===== config.mk =====
export PLATFORM = sky130hd
export DESIGN_NAME = tcw_ctrl
export DESIGN_NICKNAME = d
export VERILOG_FILES = /design/src/text_console_cell_writer_macros.svh /design/src/tcw_pkg.sv /design/src/tcw_ctrl.sv
export SDC_FILE = /design/constraint.sdc
export NUM_CORES = 1
export LEC_CHECK = 0
export BUFFER_PORTS_ARGS = -buffer_cell sky130_fd_sc_hd__buf_2
export CAP_MARGIN = 5
export CORE_MARGIN = 4
export CORE_UTILIZATION = 48
export DETAILED_ROUTE_END_ITERATION = 16
export PLACE_DENSITY = 0.9
export SLEW_MARGIN = 20
export SYNTH_ARGS = -nofsm -noshare
export SYNTH_HDL_FRONTEND = slang
export SYNTH_SLANG_ARGS = --single-unit

===== constraint.sdc =====
create_clock -name clk -period 2.5 [get_ports clk]
set_input_delay 0.5 -clock clk [delete_from_list [all_inputs] [get_ports clk]]
set_output_delay 0.5 -clock clk [all_outputs]
set_load 0.02 [all_outputs]

===== src/text_console_cell_writer_macros.svh =====
// Assertion helpers for the console writer RTL.
// Both expect clk and rst_n in scope.
`ifndef TEXT_CONSOLE_CELL_WRITER_MACROS_SVH
`define TEXT_CONSOLE_CELL_WRITER_MACROS_SVH

// Same-cycle implication.
`define TCW_ASSERT_NOW(lbl, ante, cons) \
    lbl: assert property (@(posedge clk) disable iff (!rst_n) (ante) |-> (cons)) \
        else $error("tcw: same-cycle check failed");

// Next-cycle implication.
`define TCW_ASSERT_NEXT(lbl, ante, cons) \
    lbl: assert property (@(posedge clk) disable iff (!rst_n) (ante) |=> (cons)) \
        else $error("tcw: next-cycle check failed");

`endif


===== src/tcw_pkg.sv =====
package tcw_pkg;

    // command codes carried in tuser
    typedef enum logic [2:0] {
        CMD_PUT    = 3'd0,
        CMD_COLOUR = 3'd1,
        CMD_CLEAR  = 3'd2,
        CMD_SETCUR = 3'd3,
        CMD_READ   = 3'd4
    } cmd_t;

    localparam logic [7:0] CH_BS    = 8'd8;
    localparam logic [7:0] CH_NL    = 8'd10;
    localparam logic [7:0] CH_CR    = 8'd13;
    localparam logic [7:0] CH_SPACE = 8'd32;

    localparam logic [6:0] SGR_FG_LO  = 7'd30;
    localparam logic [6:0] SGR_FG_HI  = 7'd37;
    localparam logic [6:0] SGR_BG_LO  = 7'd40;
    localparam logic [6:0] SGR_BG_HI  = 7'd47;
    localparam logic [6:0] SGR_BFG_LO = 7'd90;
    localparam logic [6:0] SGR_BFG_HI = 7'd97;
    localparam logic [6:0] SGR_BBG_LO = 7'd100;
    localparam logic [6:0] SGR_BBG_HI = 7'd107;

    localparam logic [3:0] FG_RESET = 4'd15;
    localparam logic [3:0] BG_RESET = 4'd0;

    // result field widths
    typedef logic [6:0]  col_out_t;
    typedef logic [4:0]  row_out_t;
    typedef logic [10:0] lin_out_t;

    typedef enum logic [3:0] {
        ST_INIT,
        ST_IDLE,
        ST_DISPATCH,
        ST_CHAR,
        ST_BS_RD,
        ST_BS_WR,
        ST_RD_WAIT,
        ST_SCROLL_RD,
        ST_SCROLL_WR,
        ST_FILL,
        ST_FINISH
    } state_t;

    typedef enum logic [2:0] {
        CUR_HOLD,
        CUR_NEWLINE,
        CUR_HOME,
        CUR_DEC,
        CUR_INC,
        CUR_SET
    } cur_op_t;

    typedef enum logic [1:0] {
        RD_CURSOR,
        RD_POS,
        RD_SCROLL
    } rd_sel_t;

    typedef enum logic [2:0] {
        WR_PRINT,
        WR_BS,
        WR_SCROLL,
        WR_BLANK,
        WR_ZERO
    } wr_sel_t;

    typedef struct packed {
        logic    latch;
        cur_op_t cur_op;
        logic    colour_en;
        logic    rd_en;
        rd_sel_t rd_sel;
        logic    wr_en;
        wr_sel_t wr_sel;
        logic    cap_wr;
        logic    cap_rd;
        logic    cnt_clr;
        logic    cnt_inc;
        logic    out_load;
    } ctrl_cmd_t;

    typedef struct packed {
        logic [2:0] cmd;
        logic       ch_nl;
        logic       ch_cr;
        logic       ch_bs;
        logic       wrap_pending;
        logic       at_bottom;
        logic       col_zero;
        logic       pos_in_range;
        logic       cnt_scroll_last;
        logic       cnt_last;
        logic       out_free;
    } dp_status_t;

    // SGR colour order to VGA palette index
    function automatic logic [3:0] sgr_map(input logic [3:0] idx);
        logic [3:0] res;
        unique case (idx)
            4'd0:  res = 4'd0;
            4'd1:  res = 4'd4;
            4'd2:  res = 4'd2;
            4'd3:  res = 4'd6;
            4'd4:  res = 4'd1;
            4'd5:  res = 4'd5;
            4'd6:  res = 4'd3;
            4'd7:  res = 4'd7;
            4'd8:  res = 4'd8;
            4'd9:  res = 4'd12;
            4'd10: res = 4'd10;
            4'd11: res = 4'd14;
            4'd12: res = 4'd9;
            4'd13: res = 4'd13;
            4'd14: res = 4'd11;
            4'd15: res = 4'd15;
            default: res = 4'd0;
        endcase
        return res;
    endfunction

endpackage


===== src/tcw_ctrl.sv =====
module tcw_ctrl
(
    input  logic                   clk,
    input  logic                   rst_n,
    input  logic                   s_tvalid,
    output logic                   s_tready,
    input  tcw_pkg::dp_status_t    status,
    output tcw_pkg::ctrl_cmd_t     cmd
);

    tcw_pkg::state_t state_reg;
    tcw_pkg::state_t state_next;
    logic            resume_char_reg;
    logic            resume_char_next;

    always_ff @(posedge clk or negedge rst_n)
    begin
        if (!rst_n)
        begin
            state_reg       <= tcw_pkg::ST_INIT;
            resume_char_reg <= 1'b0;
        end
        else
        begin
            state_reg       <= state_next;
            resume_char_reg <= resume_char_next;
        end
    end

    assign s_tready = (state_reg == tcw_pkg::ST_IDLE);

    always_comb
    begin
        state_next       = state_reg;
        resume_char_next = resume_char_reg;
        cmd.latch        = 1'b0;
        cmd.cur_op       = tcw_pkg::CUR_HOLD;
        cmd.colour_en    = 1'b0;
        cmd.rd_en        = 1'b0;
        cmd.rd_sel       = tcw_pkg::RD_CURSOR;
        cmd.wr_en        = 1'b0;
        cmd.wr_sel       = tcw_pkg::WR_PRINT;
        cmd.cap_wr       = 1'b0;
        cmd.cap_rd       = 1'b0;
        cmd.cnt_clr      = 1'b0;
        cmd.cnt_inc      = 1'b0;
        cmd.out_load     = 1'b0;

        unique case (state_reg)
            tcw_pkg::ST_INIT:
            begin
                // zero the store after reset
                cmd.wr_en  = 1'b1;
                cmd.wr_sel = tcw_pkg::WR_ZERO;
                if (status.cnt_last)
                begin
                    cmd.cnt_clr = 1'b1;
                    state_next  = tcw_pkg::ST_IDLE;
                end
                else
                begin
                    cmd.cnt_inc = 1'b1;
                end
            end

            tcw_pkg::ST_IDLE:
            begin
                if (s_tvalid)
                begin
                    cmd.latch  = 1'b1;
                    state_next = tcw_pkg::ST_DISPATCH;
                end
            end

            tcw_pkg::ST_DISPATCH:
            begin
                unique case (status.cmd)
                    tcw_pkg::CMD_PUT:
                    begin
                        if (status.wrap_pending)
                        begin
                            cmd.cur_op = tcw_pkg::CUR_NEWLINE;
                            if (status.at_bottom)
                            begin
                                cmd.cnt_clr      = 1'b1;
                                resume_char_next = 1'b1;
                                state_next       = tcw_pkg::ST_SCROLL_RD;
                            end
                            else
                            begin
                                state_next = tcw_pkg::ST_CHAR;
                            end
                        end
                        else
                        begin
                            state_next = tcw_pkg::ST_CHAR;
                        end
                    end
                    tcw_pkg::CMD_COLOUR:
                    begin
                        cmd.colour_en = 1'b1;
                        state_next    = tcw_pkg::ST_FINISH;
                    end
                    tcw_pkg::CMD_CLEAR:
                    begin
                        cmd.cnt_clr      = 1'b1;
                        resume_char_next = 1'b0;
                        state_next       = tcw_pkg::ST_FILL;
                    end
                    tcw_pkg::CMD_SETCUR:
                    begin
                        cmd.cur_op = tcw_pkg::CUR_SET;
                        state_next = tcw_pkg::ST_FINISH;
                    end
                    tcw_pkg::CMD_READ:
                    begin
                        if (status.pos_in_range)
                        begin
                            cmd.rd_en  = 1'b1;
                            cmd.rd_sel = tcw_pkg::RD_POS;
                            state_next = tcw_pkg::ST_RD_WAIT;
                        end
                        else
                        begin
                            state_next = tcw_pkg::ST_FINISH;
                        end
                    end
                    default:
                    begin
                        state_next = tcw_pkg::ST_FINISH;
                    end
                endcase
            end

            tcw_pkg::ST_CHAR:
            begin
                priority if (status.ch_nl)
                begin
                    cmd.cur_op = tcw_pkg::CUR_NEWLINE;
                    if (status.at_bottom)
                    begin
                        cmd.cnt_clr      = 1'b1;
                        resume_char_next = 1'b0;
                        state_next       = tcw_pkg::ST_SCROLL_RD;
                    end
                    else
                    begin
                        state_next = tcw_pkg::ST_FINISH;
                    end
                end
                else if (status.ch_cr)
                begin
                    cmd.cur_op = tcw_pkg::CUR_HOME;
                    state_next = tcw_pkg::ST_FINISH;
                end
                else if (status.ch_bs)
                begin
                    if (status.col_zero)
                    begin
                        state_next = tcw_pkg::ST_FINISH;
                    end
                    else
                    begin
                        cmd.cur_op = tcw_pkg::CUR_DEC;
                        state_next = tcw_pkg::ST_BS_RD;
                    end
                end
                else
                begin
                    cmd.wr_en  = 1'b1;
                    cmd.wr_sel = tcw_pkg::WR_PRINT;
                    cmd.cap_wr = 1'b1;
                    cmd.cur_op = tcw_pkg::CUR_INC;
                    state_next = tcw_pkg::ST_FINISH;
                end
            end

            tcw_pkg::ST_BS_RD:
            begin
                cmd.rd_en  = 1'b1;
                cmd.rd_sel = tcw_pkg::RD_CURSOR;
                state_next = tcw_pkg::ST_BS_WR;
            end

            tcw_pkg::ST_BS_WR:
            begin
                cmd.wr_en  = 1'b1;
                cmd.wr_sel = tcw_pkg::WR_BS;
                cmd.cap_wr = 1'b1;
                state_next = tcw_pkg::ST_FINISH;
            end

            tcw_pkg::ST_RD_WAIT:
            begin
                cmd.cap_rd = 1'b1;
                state_next = tcw_pkg::ST_FINISH;
            end

            tcw_pkg::ST_SCROLL_RD:
            begin
                cmd.rd_en  = 1'b1;
                cmd.rd_sel = tcw_pkg::RD_SCROLL;
                state_next = tcw_pkg::ST_SCROLL_WR;
            end

            tcw_pkg::ST_SCROLL_WR:
            begin
                cmd.wr_en   = 1'b1;
                cmd.wr_sel  = tcw_pkg::WR_SCROLL;
                cmd.cnt_inc = 1'b1;
                // counter lands on the first cell of the bottom row
                state_next  = status.cnt_scroll_last ? tcw_pkg::ST_FILL
                                                     : tcw_pkg::ST_SCROLL_RD;
            end

            tcw_pkg::ST_FILL:
            begin
                cmd.wr_en  = 1'b1;
                cmd.wr_sel = tcw_pkg::WR_BLANK;
                if (status.cnt_last)
                begin
                    state_next = resume_char_reg ? tcw_pkg::ST_CHAR : tcw_pkg::ST_FINISH;
                end
                else
                begin
                    cmd.cnt_inc = 1'b1;
                end
            end

            tcw_pkg::ST_FINISH:
            begin
                if (status.out_free)
                begin
                    cmd.out_load = 1'b1;
                    state_next   = tcw_pkg::ST_IDLE;
                end
            end

            default:
            begin
                state_next = tcw_pkg::ST_IDLE;
            end
        endcase
    end

endmodule


==> metrics.cfg, run 1 <==
[placed_design]
gp_congestion = 0.872
io_buffers = 33
dp_hpwl_um = 1580

[yosys]
synthDistinctLibCells = 34
synth_top_family_by_area = simple AND/OR/NAND/NOR gates
yosys-top-cells-area = dfrtp_1, o21ai_0, nor4b_4, nand2_1, nand2b_1
async_reset_ff_frac = 1.00
ys_dominant_reg_cell = dfrtp_1
synth_compound_area_frac = 0.322
yosysMostFrequentCell = o21ai_0
synthXorXnorAreaFrac = 0.0124
netlist_top_cells_count = o21ai_0, nand2_1, nor2_1
synthAdderAreaFrac = 0.0142
synth_nets = 115
synth_seq_cells = 5
synthCells = 99
syn_avg_cell_area_sq_um = 7.14
synth_area_sq_um = 707
muxShareOfSynthArea = 0
synthSimpleGateAreaFrac = 0.400
netlist.top_cell.by_area = dfrtp_1
ys_seq_area_frac = 0.177
yosysWarningCount = 0
synth_edf_count = 0
yosysTopAreaCellShare = 0.177

[critical_path]
critPathLaunchType = register
reg2reg_depth = 5
r2r_slack_ns = 0.77
r2r_end = state_reg[0]
crit_path_max_incr_delay_ns = 0.47
r2r-start = state_reg[0]
crit_path_end_kind = output port
crit_path_max_fanout = 9
path_cells = buf_4 > nor4b_4 > nand3_1 > o21ai_0 > a21o_1 > buf_2
critPathSlowestCell = dfrtp_1
crit_type = reg -> out
worstPathRequired_ns = 2.00
arrival_ns = 1.88

[timing]
whs_ns = 0.0388
fin_crit_sh = 0.952
setup_viol = 0
tightest_slew_ns = 0.361
slew_headroom = 0.756
finalHoldViolCount = 0
max_freq_ghz = 0.420
rsz0062_at_grt = no
finalClockSkew_ns = 0.00163
fin_tns_setup_ns = 0
slew_viol_final = 0
period_minus_slack_ns = 2.38

[global_route]
grt_usage = 0.201
grt-ovfl-total = 0
grt_max_degree = 14
antenna_found_initial = 0
grt_pass1_vias = 770
grt_pass1_wl_um = 3160

[run_status]
status = finished clean

[floorplanning]
core_area_sq_um = 1350
die_height_um = 46.4
boundaryPins = 34
die_w_um = 46.4
start_util = 0.524
std_cell_rows = 13
dieArea_sq_um = 2150

[clock_network]
cts_setup_buffers = 0
clkSinkCount = 5
clk_pin_slew_ns = 0.05
clk-insertion-delay-late_ns = 0.26
cts_tree = done
clockRootBuffer = clkbuf_4
clock_path_buffers = 2
ctsHoldBuffers = 0
h-tree-depth = 1
cts_buffers = 3

[hold_path]
hold_path.class = in -> async

[flow_run]
maxCapViolCount = 0

[detailed_routing]
ant_nets = 0
wl_um = 2000
vias = 885
first_pass_iters = 4
drtIter0Drc = 21
route.detailed.drc = 0
post_drt_wl_per_cell_um = 13.4
viasPerCell = 5.94

[power_and_ir_drop]
p_per_area_nw_per_um2 = 1170
power_leakage_nw = 0.442
peakVddDrop_v = 0.000653

[final_layout]
multiInputGateArea_sq_um = 529
drive_above_1_share = 0.351
ff_latch_area_sq_um = 126
nets = 151
syn_to_final_growth_pct = 28.3
fill_cells = 126
diodes = 0
largest_reg_flops = 4
postLayoutCoreUtil = 0.672

-- cells in the final DEF (no fill, tap or decap), types with 4 or more instances in the layout --
cell and instances:
buf_2 33, nor2b_1 4, a21oi_1 6, nand2_1 12
nand2b_1 5, dfrtp_1 4, o21ai_0 15, nor2_1 8
inv_1 5
-- final cells by class --
class,count,area share
clock buffer,4,0.0290
inverter,5,0.0207
multi-input combinational,84,0.583
tap,15,0.0207
sequential,5,0.139
timing repair buffer,36,0.207
-- per-stage QoR --
stage | worst slack (ns) | std cells | total power [mW] | area (sq um)
3_3_place_gp | 0.405 | 145 | 0.925 | 880
2_1_floorplan | 0.259 | 99 | 0.757 | 707
5_1_grt | 0.00414 | 149 | 1.14 | 907
3_5_place_dp | 0.347 | 145 | 0.943 | 880
6_report | 0.120 | 149 | 1.06 | 907
4_1_cts | 0.0565 | 149 | 1.05 | 906
-- per-layer routing --
layer,global-route usage,up-vias,part of all wire
met1,0.255,409,0.44
met4,0.0909,0,0.015
met2,0.341,35,0.47
met5,0,-,0
li1,-,438,-
met3,0.0156,3,0.073
-- worst max-delay path, delay by kind of cell (launching register included) --
family,cells,cell delay [ns]
buffers and inverters,2,0.38
and+or+nand+nor,2,0.50
AOI/OAI and AO/OA,2,0.27
DFF,1,0.47
-- worst max path at each step --
stage                 start       to  cells after the start
3_3_place_gp   state_reg[3]  cmd[15]                      5
4_1_cts        state_reg[3]  cmd[15]                      5
5_1_grt        state_reg[2]   cmd[2]                      6
6_report       state_reg[2]   cmd[2]                      6
2_1_floorplan  state_reg[1]   cmd[2]                      3
3_5_place_dp   state_reg[3]  cmd[15]                      5
-- repair_timing --
action                     4_1_cts  5_1_grt
setup endpoints to repair        0        3
resized for setup                0        1
hold endpoints to repair         0        0
-- cell families after synthesis --
logic type / Yosys count
xor+xnor: 1
buf+inv: 10
simple gates: 45
fa+ha+maj: 1
compound gates: 37
flops: 5
-- power by group --
part,switching [mW],internal (mW),leakage (nW)
clock,0.0461,0.0612,0.0150
sequential,0.103,0.123,0.0605
combinational,0.427,0.297,0.366
No activity file was read; power rests on OpenSTA's default activity.
==> inputs of run 2 (changes only) <==
- CELL_PAD_IN_SITES_DETAIL_PLACEMENT: unset -> 0
- CELL_PAD_IN_SITES_GLOBAL_PLACEMENT: unset -> 1
- CORE_UTILIZATION: 48 -> 27
- PLACE_DENSITY: 0.9 -> 0.8
- clock period: 2.5 -> 2 ns (I/O delays scaled with it)
==> run 2 against run 1 <==
  * The run now ends with setup timing left
  * Wire length up 26%
  * Register-to-register slack worse by 0.40 ns
  * Combinational power rose by 78%
  * Die area rose by 63%
  * Highest routed layer unchanged
==> metrics.cfg, run 2 (synthesized netlist as in run 1, its figures left out) <==
[timing]
fin_tns_setup_ns = -0.0266
fin_crit_sh = 1.01
finalClockSkew_ns = 0.00350
tightest_slew_ns = 0.389
worst_slack_ns = -0.0131
setup_viol = 3
finalHoldViolCount = 0
rsz0062_at_grt = yes
slew_headroom = 0.737
max_freq_ghz = 0.497
slew_viol_final = 0
period_minus_slack_ns = 2.01

[clock_network]
clkSinkCount = 5
h-tree-depth = 1
cts_tree = done
cts_buffers = 3
clk_pin_slew_ns = 0.05
clockRootBuffer = clkbuf_4
clock_path_buffers = 2
clk-insertion-delay-late_ns = 0.24

[critical_path]
critPathSlowestCell = or4_4
r2r_slack_ns = 0.37
path_buf_inv = 1
cp_top_family = simple AND/OR/NAND/NOR gates
crit_path_max_fanout = 3
arrival_ns = 1.61
path_cells = nor2_4 > nand3_2 > or4_4 > o21ai_2 > buf_6
crit_path_end_kind = output port
r2r_end = state_reg[0]
r2r-start = state_reg[3]
critPathLaunchType = register
worstPathRequired_ns = 1.60
crit_path_max_incr_delay_ns = 0.47
crit_type = reg -> out
reg2reg_depth = 6

[final_layout]
fill_cells = 264
largest_reg_flops = 4
mostFrequentLayoutCells = buf_2, buf_4, o21ai_0
diodes = 0
drive_above_1_share = 0.520
final_common_cell = buf_2
syn_to_final_growth_pct = 64.1
fin_cells = 178
nets = 165

[floorplanning]
std_cell_rows = 18
die_w_um = 59.2
die_height_um = 59.2
dieArea_sq_um = 3500
core_area_sq_um = 2480
boundaryPins = 34
start_util = 0.285

[power_and_ir_drop]
pwr-share-comb = 0.779
p_int_mw = 0.822
p_sw_frac = 0.503
clock_power_share = 0.071
peakVddDrop_v = 0.000552
p_per_area_nw_per_um2 = 1420
seq_power_share = 0.149
power_leakage_nw = 0.542
power_switching_mw = 0.831
total_power_mw = 1.65

[global_route]
grt-ovfl-total = 0
antenna_found_initial = 0
grt_usage = 0.149
grt_max_degree = 15
grt_pass1_vias = 938
grt_pass1_wl_um = 4070

[detailed_routing]
ant_nets = 0
post_drt_wl_per_cell_um = 14.2
route.detailed.drc = 0
wl_um = 2530
vias = 966
viasPerCell = 5.43
drtIter0Drc = 18
first_pass_iters = 4

[placed_design]
io_buffers = 33
dp_hpwl_um = 1860
placed_cells = 165
gp_congestion = 0.844

[run_status]
violations = setup timing
status = complete, but fails checks

[hold_path]
hold_path.class = in -> async

[flow_run]
maxCapViolCount = 0

==> run 2: changes by cell type in the layout (fill, tap and decap cells not counted), sizes merged <==
cell	delta
dlygate4sd3	+1
buf	+13
==> run 2: worst max path at each step <==
stage,start,slack (ns),end,cells past startpoint
floorplan,state_reg[0],0.07,cmd[1],4
global placement,state_reg[3],0.15,cmd[2],6
detailed placement,state_reg[3],0.11,cmd[2],6
CTS,state_reg[2],-0.03,cmd[8],5
global route,state_reg[2],-0.08,cmd[15],5
finish,state_reg[2],-0.01,cmd[15],5
==> run 2: repair_timing <==
action / 4_1_cts / 5_1_grt
hold buffers: 1 / 0
hold endpoints to repair: 5 / 0
pin swaps: 3 / 3
gates cloned: 0 / 0
endpoints found under the setup margin: 8 / 13
gates resized for setup: 11 / 27
setup buffers: 4 / 4
==> run 2: area by class of cell <==
| cell class | instances | area, sq um | share of cell area |
|---|---|---|---|
| inverter | 5 | 18.8 | 0.0162 |
| sequential | 5 | 129 | 0.111 |
| multi-input combinational | 84 | 612 | 0.528 |
| clock buffer | 4 | 26.3 | 0.0227 |
| timing repair buffer | 50 | 337 | 0.290 |
| tap | 30 | 37.5 | 0.0324 |
==> run 2: power groups by stage <==
stage | combinational, mW | clock, mW | sequential [mW]
floorplan | 0.737 | 0 | 0.219
global placement | 1.03 | 0 | 0.232
detailed placement | 1.04 | 0 | 0.233
CTS | 1.11 | 0.117 | 0.234
global route | 1.40 | 0.124 | 0.256
finish | 1.29 | 0.118 | 0.246
==> run 2: through the flow <==
stage / util / area [sq um] / setup slack (ns) / hold slack (ns)
5_1_grt: 0.468 / 1160 / -0.0796 / 0.515
2_1_floorplan: - / 713 / 0.0710 / 0.104
6_report: 0.468 / 1160 / -0.0131 / 0.496
3_5_place_dp: 0.380 / 942 / 0.114 / 0.219
3_3_place_gp: 0.380 / 942 / 0.148 / 0.219
4_1_cts: 0.415 / 1030 / -0.0303 / 0.494
==> run 2: layer usage <==
| metal | GRT usage | wire length [um] | vias up | part of all wire |
|---|---|---|---|---|
| met5 | 0 | 0 | - | 0 |
| met4 | 0.0485 | 46 | 0 | 0.018 |
| met3 | 0.00654 | 203 | 8 | 0.080 |
| met2 | 0.273 | 1320 | 56 | 0.52 |
| met1 | 0.186 | 957 | 440 | 0.38 |
| li1 | - | - | 462 | - |
==> run 2: worst register-to-register path, delay by kind of cell, from the launching register on <==
| family | cells | cell delay, ns |
|---|---|---|
| compound gates | 3 | 0.55 |
| flops | 1 | 0.42 |
| buf+inv | 2 | 0.30 |
| simple gates | 1 | 0.22 |
